### src/hdl/fcrc_pkg.sv
package fcrc_pkg;

  localparam logic [15:0] CRC_POLY = 16'h8005;
  localparam int unsigned BYTE_BITS = 8;
  localparam int unsigned CFG_INDEX_W = 2;

  localparam logic [CFG_INDEX_W-1:0] REG_CRC_INITIAL_VALUE = 2'd0;
  localparam logic [CFG_INDEX_W-1:0] REG_CRC_FINAL_XOR     = 2'd1;

  typedef struct packed {
    logic [7:0] frame_byte;
    logic       last_byte;
  } byte_word_t;

  typedef struct packed {
    logic        crc_match;
    logic [15:0] computed_crc;
    logic [15:0] received_crc;
    logic        short_frame;
  } result_word_t;

  typedef struct packed {
    logic [15:0] crc_initial_value;
    logic [15:0] crc_final_xor;
  } crc_cfg_t;

  function automatic logic [15:0] crc_byte(input logic [15:0] rem, input logic [7:0] b);
    logic [15:0] r;
    r = rem ^ {b, 8'h00};
    for (int i = 0; i < BYTE_BITS; i++) begin
      if (r[15]) begin
        r = {r[14:0], 1'b0} ^ CRC_POLY;
      end else begin
        r = {r[14:0], 1'b0};
      end
    end
    return r;
  endfunction

endpackage

### src/hdl/fcrc_track.sv
module fcrc_track (
  input  logic                   clk,
  input  logic                   rst,
  input  logic                   advance,
  input  fcrc_pkg::byte_word_t   word,
  input  fcrc_pkg::crc_cfg_t     cfg,
  output fcrc_pkg::result_word_t result
);
  import fcrc_pkg::*;

  logic [15:0] remainder;
  logic [15:0] remainder_next;
  logic [7:0]  held_old;
  logic [7:0]  held_new;
  logic [1:0]  count;
  logic [1:0]  count_next;
  logic [15:0] computed;
  logic [15:0] received;

  always_comb begin
    if (count == 2'd0) begin
      remainder_next = cfg.crc_initial_value;
    end else if (count == 2'd2) begin
      remainder_next = crc_byte(remainder, held_old);
    end else begin
      remainder_next = remainder;
    end
    count_next = (count == 2'd2) ? count : count + 2'd1;
  end

  assign computed = remainder_next ^ cfg.crc_final_xor;
  assign received = {held_new, word.frame_byte};

  always_comb begin
    if (count == 2'd0) begin
      result = '{crc_match: 1'b0, computed_crc: 16'h0000,
                 received_crc: 16'h0000, short_frame: 1'b1};
    end else begin
      result = '{crc_match: (computed == received), computed_crc: computed,
                 received_crc: received, short_frame: 1'b0};
    end
  end

  always_ff @(posedge clk) begin
    if (rst) begin
      count <= 2'd0;
    end else if (advance) begin
      count <= word.last_byte ? 2'd0 : count_next;
    end
  end

  always_ff @(posedge clk) begin
    if (advance) begin
      remainder <= remainder_next;
      held_old  <= held_new;
      held_new  <= word.frame_byte;
    end
  end

endmodule

### config.mk
export PLATFORM = sky130hd
export DESIGN_NAME = fcrc_track
export DESIGN_NICKNAME = d
export VERILOG_FILES = /design/src/hdl/fcrc_pkg.sv /design/src/hdl/fcrc_track.sv
export SDC_FILE = /design/constraint.sdc
export NUM_CORES = 1
export LEC_CHECK = 0
export ABC_AREA = 1
export BUFFER_PORTS_ARGS = -buffer_cell sky130_fd_sc_hd__buf_2
export CORE_AREA = 2 2 78 80
export CTS_BUF_LIST = sky130_fd_sc_hd__clkbuf_4 sky130_fd_sc_hd__clkbuf_8 sky130_fd_sc_hd__clkbuf_16
export DETAILED_ROUTE_END_ITERATION = 6
export DIE_AREA = 0 0 80 82
export PLACE_DENSITY_LB_ADDON = 0.05
export SLEW_MARGIN = 25
export SYNTH_ARGS = -nofsm -noshare
export SYNTH_HDL_FRONTEND = slang
export SYNTH_SLANG_ARGS = --single-unit
### constraint.sdc
create_clock -name clk -period 6.3 [get_ports clk]
set_clock_uncertainty 0.1 [all_clocks]
set_input_delay 0.315 -clock clk [delete_from_list [all_inputs] [get_ports clk]]
set_output_delay 0.315 -clock clk [all_outputs]
set_load 0.1 [all_outputs]
Yosys cells after proc, flatten, opt, wreduce, memory -nomap -nowiden. Index checks and enable logic that the tools add are counted.

Add/sub/neg operators: 1. Equality and inequality tests: 3. Muxes and demuxes: 27. Bitwise operators: 10. Reductions and logical operators: 2.

Operators with widths (count): $mux W16 (24); $mux W34 (1); $xor A16 B16 Y16 (2); $not A3 Y3 (8); $eq A16 B16 Y1 (1); $mux W2 (2); $add A2 B1 Y2 const B (1); $eq A2 B2 Y1 const B (1); $logic_not A2 Y1 (1); $ne A2 B2 Y1 const B (1); $reduce_and A2 Y1 (1).

Register bits: 34. Bits of input ports: 44. Word-level logic and storage cells: 47.

Logic depth before layout (Yosys ltp). Gate-level depths: netlist (run 1).

Depth in word-level cells: 36. Depth in mapped cells: 24. Gate-level depth less buffers: 23.

Worst setup path after synthesis (run 1). No wires, ideal clock.

Path type: register to output. Start: register count[0]. End: output port result[33] (netlist name). Data arrival time: 4.050 ns. Path slack: 1.835 ns. Stages on the path, launching flop included: 23. Path buffers: 2. Path through: dfxtp_1 > inv_1 > ha_1 > buf_6 > inv_4 > buf_6 > o211ai_1 > nand2_1 > nand2_1 > nand2_1 > nor2_1 > nand2_1 > nor2_1 > nand2_1 > nor2_1 > nand3_1 > nor2_1 > nand3_1 > nor2_1 > nand2_1 > nor2_1 > nand2_1 > nor2_1.

RTL lines: from (decl) (line fcrc_track.sv:15) `logic [1:0] count;`; from (signal assigned) (line fcrc_track.sv:48) `count <= word.last_byte ? 2'd0 : count_next;`; to (decl) (line fcrc_track.sv:7) `output fcrc_pkg::result_word_t result`.

==> reports/results.tsv, run 1 <==
stage	metric	value	unit
yosys	ys.flop_type	edfxtp_1	
worst_setup_path	worstSetupPathType	register to output pin	
clock_network	cts_tree	done	
pwr	power-per-cell-area	274	nW/um^2
timing	layout_setup_ws	2.15	ns
yosys	syn_area	2760	um^2
yosys	yosysWarnings	0	
min_path	hold_path.class	input pin to register	
drt	drtAntennaViolNets	0	
layout	drive_gt1_share	26.0	%
worst_setup_path	r2r_end	remainder[15]	
floorplan	start_util	48.1	%
worst_setup_path	crit_chain	inv_1 -> ha_1 -> inv_2 -> nand2_1 -> nand3_1 -> o21ai_1 -> nand2_1 -> nand3_1 -> nand2_1 -> nor2_1 -> nand2_1 -> nor2_1 -> nand2_1 -> nor2_1 -> nand3_1 -> nor2_1 -> nand3_1 -> nor2_1 -> nand2_1 -> nor2_1 -> nand2_1 -> nor2_1 -> buf_2	
outcome	status	complete, no violations	
clock_network	clock_latency	0.29	ns
timing	maxSlewHeadroom	50.3	%
yosys	ys_types	30	
floorplan	ios	78	
timing	post-route-min-period	4.15	ns
yosys	yosys_register_bits	34	
floorplan	dieHeight	82	um
yosys	yosys-top-cells-count	nand2_1, inv_1, nand3_1	
global_routing	grt_overflow	0	
placement	gp_congestion	0.808	
placement	post-place-ws	2.48	ns
timing	hold_viol_final	0	
global_routing	grtUsageTotal	21.1	%
layout	syn_to_final_growth	18.8	%
clock_network	clk_pin_slew	0.07	ns
drt	drc	0	
drt	wl_per_cell	12.3	um
clock_network	cts_setup_buffers	0	
global_routing	grt_pass1_wl	10500	um
global_routing	antenna_found_initial	0	
worst_setup_path	critPathMaxStageDelay	0.66	ns
yosys	yosysMostFrequentCell	nand2_1	
timing	finalSetupViolations	0	
clock_network	cts-buffers-inserted	5	
yosys	synth_largest_area_cell	edfxtp_1	
layout	fillers	600	
timing	fmax	241	MHz
placement	portBuffers	77	
timing	finalCritPeriodShare	65.9	%
worst_setup_path	cpMaxStageDelayCell	ha_1	
yosys	synth.avg_cell_area	6.89	um^2
floorplan	fp.dieW	80	um
clock_network	cts_resized	0	
clock_network	root_buffer	clkbuf_8	
floorplan	rows	28	
worst_setup_path	crit_arrival	3.74	ns
pwr	power_leakage	0.00175	uW
worst_setup_path	cp-start-kind	register	
timing	tns	0	ns
min_path	hold_start	rst	
placement	hpwl	5320	um
drt	drt_pass1_iterations	4	
worst_setup_path	r2r_cells	18	
clock_network	cts_sinks	34	
worst_setup_path	cp-startpoint	count[0]	
worst_setup_path	r2r_setup_slack	3.92	ns
worst_setup_path	rr_startpoint	remainder[14]	
yosys	syn_inst	401	
flow_run	cap_violations	0	
worst_setup_path	cp_max_fo	19	
drt	via_per_inst	4.90	
layout	nNetsFinal	522	
clock_network	cts_max_level	2	
pwr	peakVddDrop	0.000128	V
yosys	async_flop_share	0	%
yosys	synthesis.nets	447	
drt	drt_iter0_markers	163	
timing	worstMarginPinSlew	0.745	ns
yosys	synth_edf_count	32	
worst_setup_path	critPathCaptureType	output pin	
yosys	synth_top_area_share	34.8	%
global_routing	grt_max_degree	48	
drt	route.vias.total	2703	
clock_network	ctsLongestPathBuffers	2	
timing	slew_violations	0	
worst_setup_path	cp-endpoint	result[33]	
yosys	seq_area_frac_synth	36.2	%
yosys	synth.area.top_cells	edfxtp_1, nand2_1, nand3_1	
floorplan	dieArea	6560	um^2
global_routing	first_global_vias	2272	
timing	rsz0062_at_grt	false	
layout	antenna_cells	0	
clock_network	cts_hold_buf	0	
worst_setup_path	worstPathRequired	5.88	ns
floorplan	core-area	5750	um^2
drt	wirelength	6780	um
cell usage in the layout (no fill, tap or decap), drive strengths merged:
cell type,instances
nand2,135
buf,78
inv,63
nand3,63
nor2,33
edfxtp,32
a21oi,26
or2,9
clkbuf,6
o21ai,6
nand3b,5
xnor2,5
o211ai,4
xor2,3
a211oi,2
ha,2
dfxtp,2
clkinv,2
and2,1
cell type report:
type	count	area (um^2)	share of cell area, %
clock buffer	6	76.3	2.33
clock inverter	2	13.8	0.420
inverter	63	239	7.28
multi-input combinational	294	1460	44.6
sequential	34	1000	30.5
tap	75	93.8	2.86
timing repair buffer	78	393	12.0
registers in the layout (all words and copies together) (netlist names):
name and flops:
count 2, held_new 8, held_old 8, remainder 16
through the flow:
| step | cell area [um^2] | instances | hold WS, ns | total power, uW | util, % |
|---|---|---|---|---|---|
| 2_1_floorplan | 2760 | 401 | 0.293 | 658 | - |
| 3_3_place_gp | 3190 | 544 | 0.369 | 735 | 55.5 |
| 3_5_place_dp | 3190 | 544 | 0.368 | 740 | 55.5 |
| 4_1_cts | 3280 | 552 | 0.107 | 900 | 57.1 |
| 5_1_grt | 3280 | 552 | 0.104 | 952 | 57.1 |
| 6_report | 3280 | 552 | 0.108 | 899 | 57.1 |
where the power goes:
group / internal, uW / switching (uW) / total (uW)
Clock: 82.2 / 80.2 / 162
Combinational: 107 / 339 / 447
Sequential: 274 / 15.4 / 290
Total: 464 / 435 / 899
worst min-delay path by stage:
stage	to	cells past startpoint
3_3_place_gp	held_old[3]	0
5_1_grt	count[1]	2
4_1_cts	count[0]	2
3_5_place_dp	held_old[3]	0
6_report	count[0]	2
2_1_floorplan	count[0]	1
worst max-delay path: cells and delay by family (launching register included):
kind / cells / cell delay (ns)
compound gates: 1 / 0.13
simple gates: 18 / 1.54
fa+ha+maj: 1 / 0.66
flops: 1 / 0.30
buf+inv: 3 / 0.83
cell families (layout without fill, tap and decap cells):
logic type               Yosys count  count (layout)  synth area share, %
AND/OR/NAND/NOR                  246             246                 41.5
buffers and inverters             73             149                 10.8
AO/OA/AOI/OAI                     38              38                 8.06
flip-flops                        34              34                 36.2
XOR/XNOR                           8               8                 2.54
adder cells (fa/ha/maj)            2               2                0.906
layer usage:
| metal | routed length, um | vias to the layer above | GRT usage (%) |
|---|---|---|---|
| li1 | - | 1440 | - |
| met3 | 343 | 5 | 3.52 |
| met2 | 2990 | 66 | 32.8 |
| met5 | 0 | - | 0 |
| met4 | 59 | 0 | 5.59 |
| met1 | 3390 | 1192 | 30.6 |
Power figures use the tool's default switching activity.
==> inputs of run 2 (changes only) <==
- clock period: 6.3 -> 4 ns (I/O delays scaled with it)
==> run 2 against run 1 <==
  * First-iteration DRC count fell by 8.6%
  * Clock power rose by 110%
  * Critical path type unchanged
  * Sequential power rose by 58%
  * Design area rose by 2.1%
  * Critical path depth rose by 1
  * Hold slack got worse by 0.087 ns
  * Non-clock buffer count rose by 2
  * Global-route usage fell by 0.11 points
  * Flip-flop and latch count did not move
  * Setup slack got worse by 1.6 ns
  * Combinational power rose by 57%
  * Register-to-register slack got worse by 2.3 ns
  * Largest power group unchanged
==> reports/results.tsv, run 2 (same netlist as run 1, synthesis figures left out) <==
stage	metric	value	unit
outcome	status	complete, no violations	
timing	worstMarginPinSlew	0.763	ns
clock_network	clock_latency	0.29	ns
worst_setup_path	worstPathRequired	3.70	ns
timing	maxSlewHeadroom	49.1	%
clock_network	cts_setup_buffers	0	
drt	drt_iter0_markers	149	
drt	drt_pass1_iterations	4	
drt	wirelength	6750	um
timing	finalSetupViolations	0	
timing	slew_violations	0	
floorplan	fp.dieW	80	um
layout	antenna_cells	0	
timing	hold_slack	0.0214	ns
clock_network	cts_sinks	34	
clock_network	ctsLongestPathBuffers	2	
worst_setup_path	cp_max_fo	15	
layout	syn_to_final_growth	21.2	%
global_routing	antenna_found_initial	0	
worst_setup_path	cpMaxStageDelayCell	dfxtp_1	
global_routing	grt_max_degree	47	
floorplan	rows	28	
global_routing	first_global_vias	2337	
min_path	hold_start	word[3]	
timing	fmax	287	MHz
pwr	peakVddDrop	0.000229	V
timing	post-route-min-period	3.49	ns
flow_run	cap_violations	0	
drt	via_per_inst	4.95	
clock_network	cts_tree	done	
layout	drive_gt1_share	26.5	%
layout	largest_register	remainder	
floorplan	start_util	48.1	%
timing	rsz0062_at_grt	false	
drt	drc	0	
worst_setup_path	crit_chain	inv_1 -> ha_1 -> inv_2 -> nand2_1 -> nand3_1 -> o21ai_1 -> nand2_1 -> nand2_1 -> nand2_1 -> nand2_1 -> nor2_1 -> nand2_1 -> nor2_1 -> nand2_1 -> nor2_1 -> nand3_1 -> nor2_1 -> nand3_1 -> nor2_1 -> nand2_1 -> nor2_1 -> nand2_1 -> nor2_2 -> buf_12	
worst_setup_path	r2r_end	remainder[15]	
floorplan	core-area	5750	um^2
clock_network	cts-buffers-inserted	5	
placement	gp_congestion	0.809	
layout	fillers	602	
worst_setup_path	crit_arrival	3.19	ns
floorplan	dieArea	6560	um^2
worst_setup_path	cp-startpoint	count[0]	
layout	fin_util	58.3	%
global_routing	grt_pass1_wl	10600	um
drt	wl_per_cell	12.2	um
worst_setup_path	crit_top_cell	nand2_1	
global_routing	grtUsageTotal	21.0	%
drt	drtAntennaViolNets	0	
layout	multi_input_area	1470	um^2
layout	regArea	1000	um^2
layout	final_common_cell	nand2_1	
drt	route.vias.total	2740	
timing	tns	0	ns
worst_setup_path	critPathMaxStageDelay	0.33	ns
pwr	power-per-cell-area	446	nW/um^2
worst_setup_path	cp-start-kind	register	
placement	dp.cells	545	
pwr	power_leakage	0.00178	uW
floorplan	ios	78	
layout	instances_no_fill	554	
worst_setup_path	rr_startpoint	remainder[14]	
min_path	hold_path.class	input pin to register	
timing	hold_viol_final	0	
layout	final_cell_mix	nand2_1, buf_2, inv_1	
global_routing	grt_overflow	0	
layout	reg_top3	remainder x16, held_new x8, held_old x8	
clock_network	cts_max_level	2	
layout	largest_reg_flops	16	
placement	hpwl	5230	um
worst_setup_path	critPathCaptureType	output pin	
timing	finalCritPeriodShare	87.1	%
worst_setup_path	r2r_setup_slack	1.64	ns
layout	nNetsFinal	524	
worst_setup_path	cp-endpoint	result[33]	
placement	portBuffers	77	
worst_setup_path	worstSetupPathType	register to output pin	
worst_setup_path	r2r_cells	18	
floorplan	dieHeight	82	um
clock_network	clk_pin_slew	0.08	ns
clock_network	root_buffer	clkbuf_8	
[run 2: metal layers]
layer | up-vias | routed length (um) | GRT usage, % | share of wire (%)
li1 | 1448 | - | - | -
met1 | 1222 | 3290 | 29.2 | 49
met2 | 66 | 3140 | 33.9 | 47
met3 | 4 | 283 | 3.85 | 4.2
met4 | 0 | 36 | 5.42 | 0.53
met5 | - | 0 | 0 | 0
[run 2: worst min-delay path by stage]
stage / end / depth (start not counted) / slack (ns)
6_report: held_new[2] / 1 / 0.02
5_1_grt: held_new[2] / 1 / 0.01
4_1_cts: held_new[2] / 1 / 0.01
3_5_place_dp: count[1] / 2 / 0.29
3_3_place_gp: count[1] / 2 / 0.29
2_1_floorplan: count[0] / 1 / 0.18
[run 2: timing repair]
action / 4_1_cts / 5_1_grt
resized for setup: 0 / 0
setup endpoints to repair: 0 / 0
hold buffers: 1 / 0
endpoints found under the hold margin: 2 / 0
[run 2: critical path: cells and delay by family (launching register included)]
family | cells | cell delay [ns]
AND/OR/NAND/NOR | 19 | 1.75
buffers and inverters | 3 | 0.51
flip-flops | 1 | 0.33
adder cells (fa/ha/maj) | 1 | 0.23
AO/OA/AOI/OAI | 1 | 0.09
[run 2: power breakdown]
group | internal [uW] | total [uW] | switching (uW)
registers | 432 | 457 | 24.5
logic | 171 | 701 | 530
clock network | 210 | 337 | 127
[run 2: per-stage QoR]
stage | cell area [um^2] | total power (uW) | worst slack [ns]
2_1_floorplan | 2770 | 1040 | 0.0975
3_3_place_gp | 3220 | 1160 | 0.931
3_5_place_dp | 3220 | 1170 | 0.843
4_1_cts | 3350 | 1500 | 0.516
5_1_grt | 3350 | 1580 | 0.105
6_report | 3350 | 1490 | 0.515
[run 2: final cells by class]
type / instances / share of cell area, %
Multi-Input combinational cell: 294 / 43.9
Sequential cell: 34 / 29.9
Timing Repair Buffer: 80 / 12.7
Inverter: 63 / 7.14
Tap cell: 75 / 2.80
Clock buffer: 7 / 2.69
Clock inverter: 1 / 0.897
==> inputs of run 3 (changes only) <==
- CORE_AREA: 2 2 78 80 -> 2 2 76 78
- DIE_AREA: 0 0 80 82 -> 0 0 78 80
- TNS_END_PERCENT: not set -> 30
==> run 3 against run 2 <==
  * Sequential share of layout area rose by 0.12 points
  * Count of clock-buffer cells in the layout fell by 2
  * Register-to-register slack improved by 0.04 ns
  * Via count fell by 2.0%
  * Total power fell by 1.8%
  * Setup slack improved by 0.12 ns
  * Critical path depth did not move
  * Die area fell by 4.9%
  * Largest power group unchanged
==> reports/results.tsv, run 3 (same netlist as run 1, synthesis figures left out) <==
stage	metric	value	unit
outcome	status	complete, no violations	
placement	hpwl	5230	um
clock_network	cts-buffers-inserted	5	
worst_setup_path	worstSetupPathType	register to output pin	
worst_setup_path	cp-start-kind	register	
placement	dp.cells	543	
worst_setup_path	worstPathRequired	3.70	ns
clock_network	cts_setup_buffers	0	
timing	worstMarginPinSlew	0.754	ns
worst_setup_path	crit_arrival	3.07	ns
global_routing	grt_overflow	0	
clock_network	cts_max_level	2	
floorplan	core-area	5410	um^2
placement	dpl_cell_area	3220	um^2
layout	syn_to_final_growth	20.7	%
flow_run	cap_violations	0	
worst_setup_path	crit_top_cell	nand2_1	
timing	slew_violations	0	
floorplan	fp.dieW	78	um
worst_setup_path	r2r_cells	16	
floorplan	ios	78	
clock_network	ctsLongestPathBuffers	2	
drt	drc	0	
clock_network	cts_sinks	34	
worst_setup_path	cpMaxStageDelayCell	dfxtp_1	
timing	tns	0	ns
worst_setup_path	critPathCaptureType	output pin	
timing	hold_slack	0.0141	ns
timing	fmax	297	MHz
timing	rsz0062_at_grt	false	
timing	finalCritPeriodShare	84.2	%
global_routing	grtUsageTotal	22.6	%
clock_network	clk_pin_slew	0.07	ns
global_routing	first_global_vias	2441	
drt	drtAntennaViolNets	0	
clock_network	root_buffer	clkbuf_8	
clock_network	cts_tree	done	
layout	final_cell_mix	nand2_1, buf_2, inv_1	
layout	instances_no_fill	551	
layout	reg_top3	remainder x16, held_new x8, held_old x8	
floorplan	start_util	51.1	%
placement	portBuffers	77	
layout	antenna_cells	0	
worst_setup_path	critPathMaxStageDelay	0.31	ns
layout	largest_register	remainder	
drt	drt_pass1_iterations	5	
drt	wirelength	6720	um
layout	nNetsFinal	525	
drt	route.vias.total	2685	
floorplan	rows	27	
global_routing	grt_max_degree	34	
min_path	hold_path.class	input pin to register	
worst_setup_path	crit_chain	inv_1 -> ha_1 -> inv_2 -> nand2_1 -> nand3_1 -> o21ai_1 -> nand2_1 -> nand2_1 -> nand2_1 -> nand2_1 -> nor2_1 -> nand2_1 -> nor2_1 -> nand2_1 -> nor2_1 -> nand3_1 -> nor2_1 -> nand3_1 -> nor2_1 -> nand2_1 -> nor2_1 -> nand2_1 -> nor2_2 -> buf_12	
layout	regArea	1000	um^2
layout	stdcell_area	3330	um^2
layout	drive_gt1_share	26.3	%
floorplan	dieHeight	80	um
layout	fillers	514	
pwr	power_leakage	0.00177	uW
floorplan	dieArea	6240	um^2
pwr	power-per-cell-area	440	nW/um^2
pwr	peakVddDrop	0.000255	V
drt	via_per_inst	4.87	
timing	hold_viol_final	0	
global_routing	grt_pass1_wl	11000	um
layout	multi_input_area	1470	um^2
placement	gp_congestion	0.862	
clock_network	clock_latency	0.29	ns
layout	largest_reg_flops	16	
timing	post-route-min-period	3.37	ns
worst_setup_path	cp_max_fo	15	
drt	drt_iter0_markers	188	
timing	finalSetupViolations	0	
timing	maxSlewHeadroom	49.7	%
min_path	min_path_cells	1	
global_routing	antenna_found_initial	0	
drt	wl_per_cell	12.2	um
layout	final_common_cell	nand2_1	
[run 3: critical path: cells and delay by family, from the launching register on]
family / cells / cell delay [ns]
compound gates: 1 / 0.09
fa+ha+maj: 1 / 0.23
buf+inv: 3 / 0.48
flops: 1 / 0.31
simple gates: 19 / 1.67
[run 3: layer usage]
metal  part of all wire (%)  up-vias  global-route usage, %
met5                      0        -                      0
met4                   0.79        0                   5.79
met3                    5.1        6                   3.73
met2                     44       79                   35.8
met1                     50     1159                   32.2
li1                       -     1441                      -
[run 3: final timing paths]
kind	startpoint	end	slack (ns)
max reg2reg	remainder[15]	remainder[15]	1.68
max	count[0]	result[33]	0.63
min reg2reg	held_new[7]	held_old[7]	0.39
min	word[4]	held_new[3]	0.01
[run 3: power breakdown]
part           switching, uW  internal (uW)  leakage [uW]
Combinational            533            172       0.00139
Clock                    125            180     0.0000517
Sequential              25.0            432      0.000328
Total                    683            784       0.00177
[run 3: layout make-up]
class | instances | area share, %
inverters | 63 | 7.17
clock inverters | 2 | 1.01
well taps | 72 | 2.70
flip-flops and latches | 34 | 30.0
multi-input cells | 294 | 44.1
repair buffers | 81 | 13.0
clock buffers | 5 | 2.06
[run 3: per-stage QoR]
step                      worst slack, ns  utilization, %  total power (uW)
after floorplan                    0.0975               -              1040
after global placement               1.05            59.6              1160
after detailed placement            0.945            59.6              1170
after CTS                           0.625            61.7              1470
after global routing                0.260            61.7              1550
final                               0.634            61.7              1470
[run 3: what timing repair did]
action	4_1_cts	5_1_grt
gates resized for setup	0	0
endpoints found under the hold margin	2	0
hold buffers	1	0
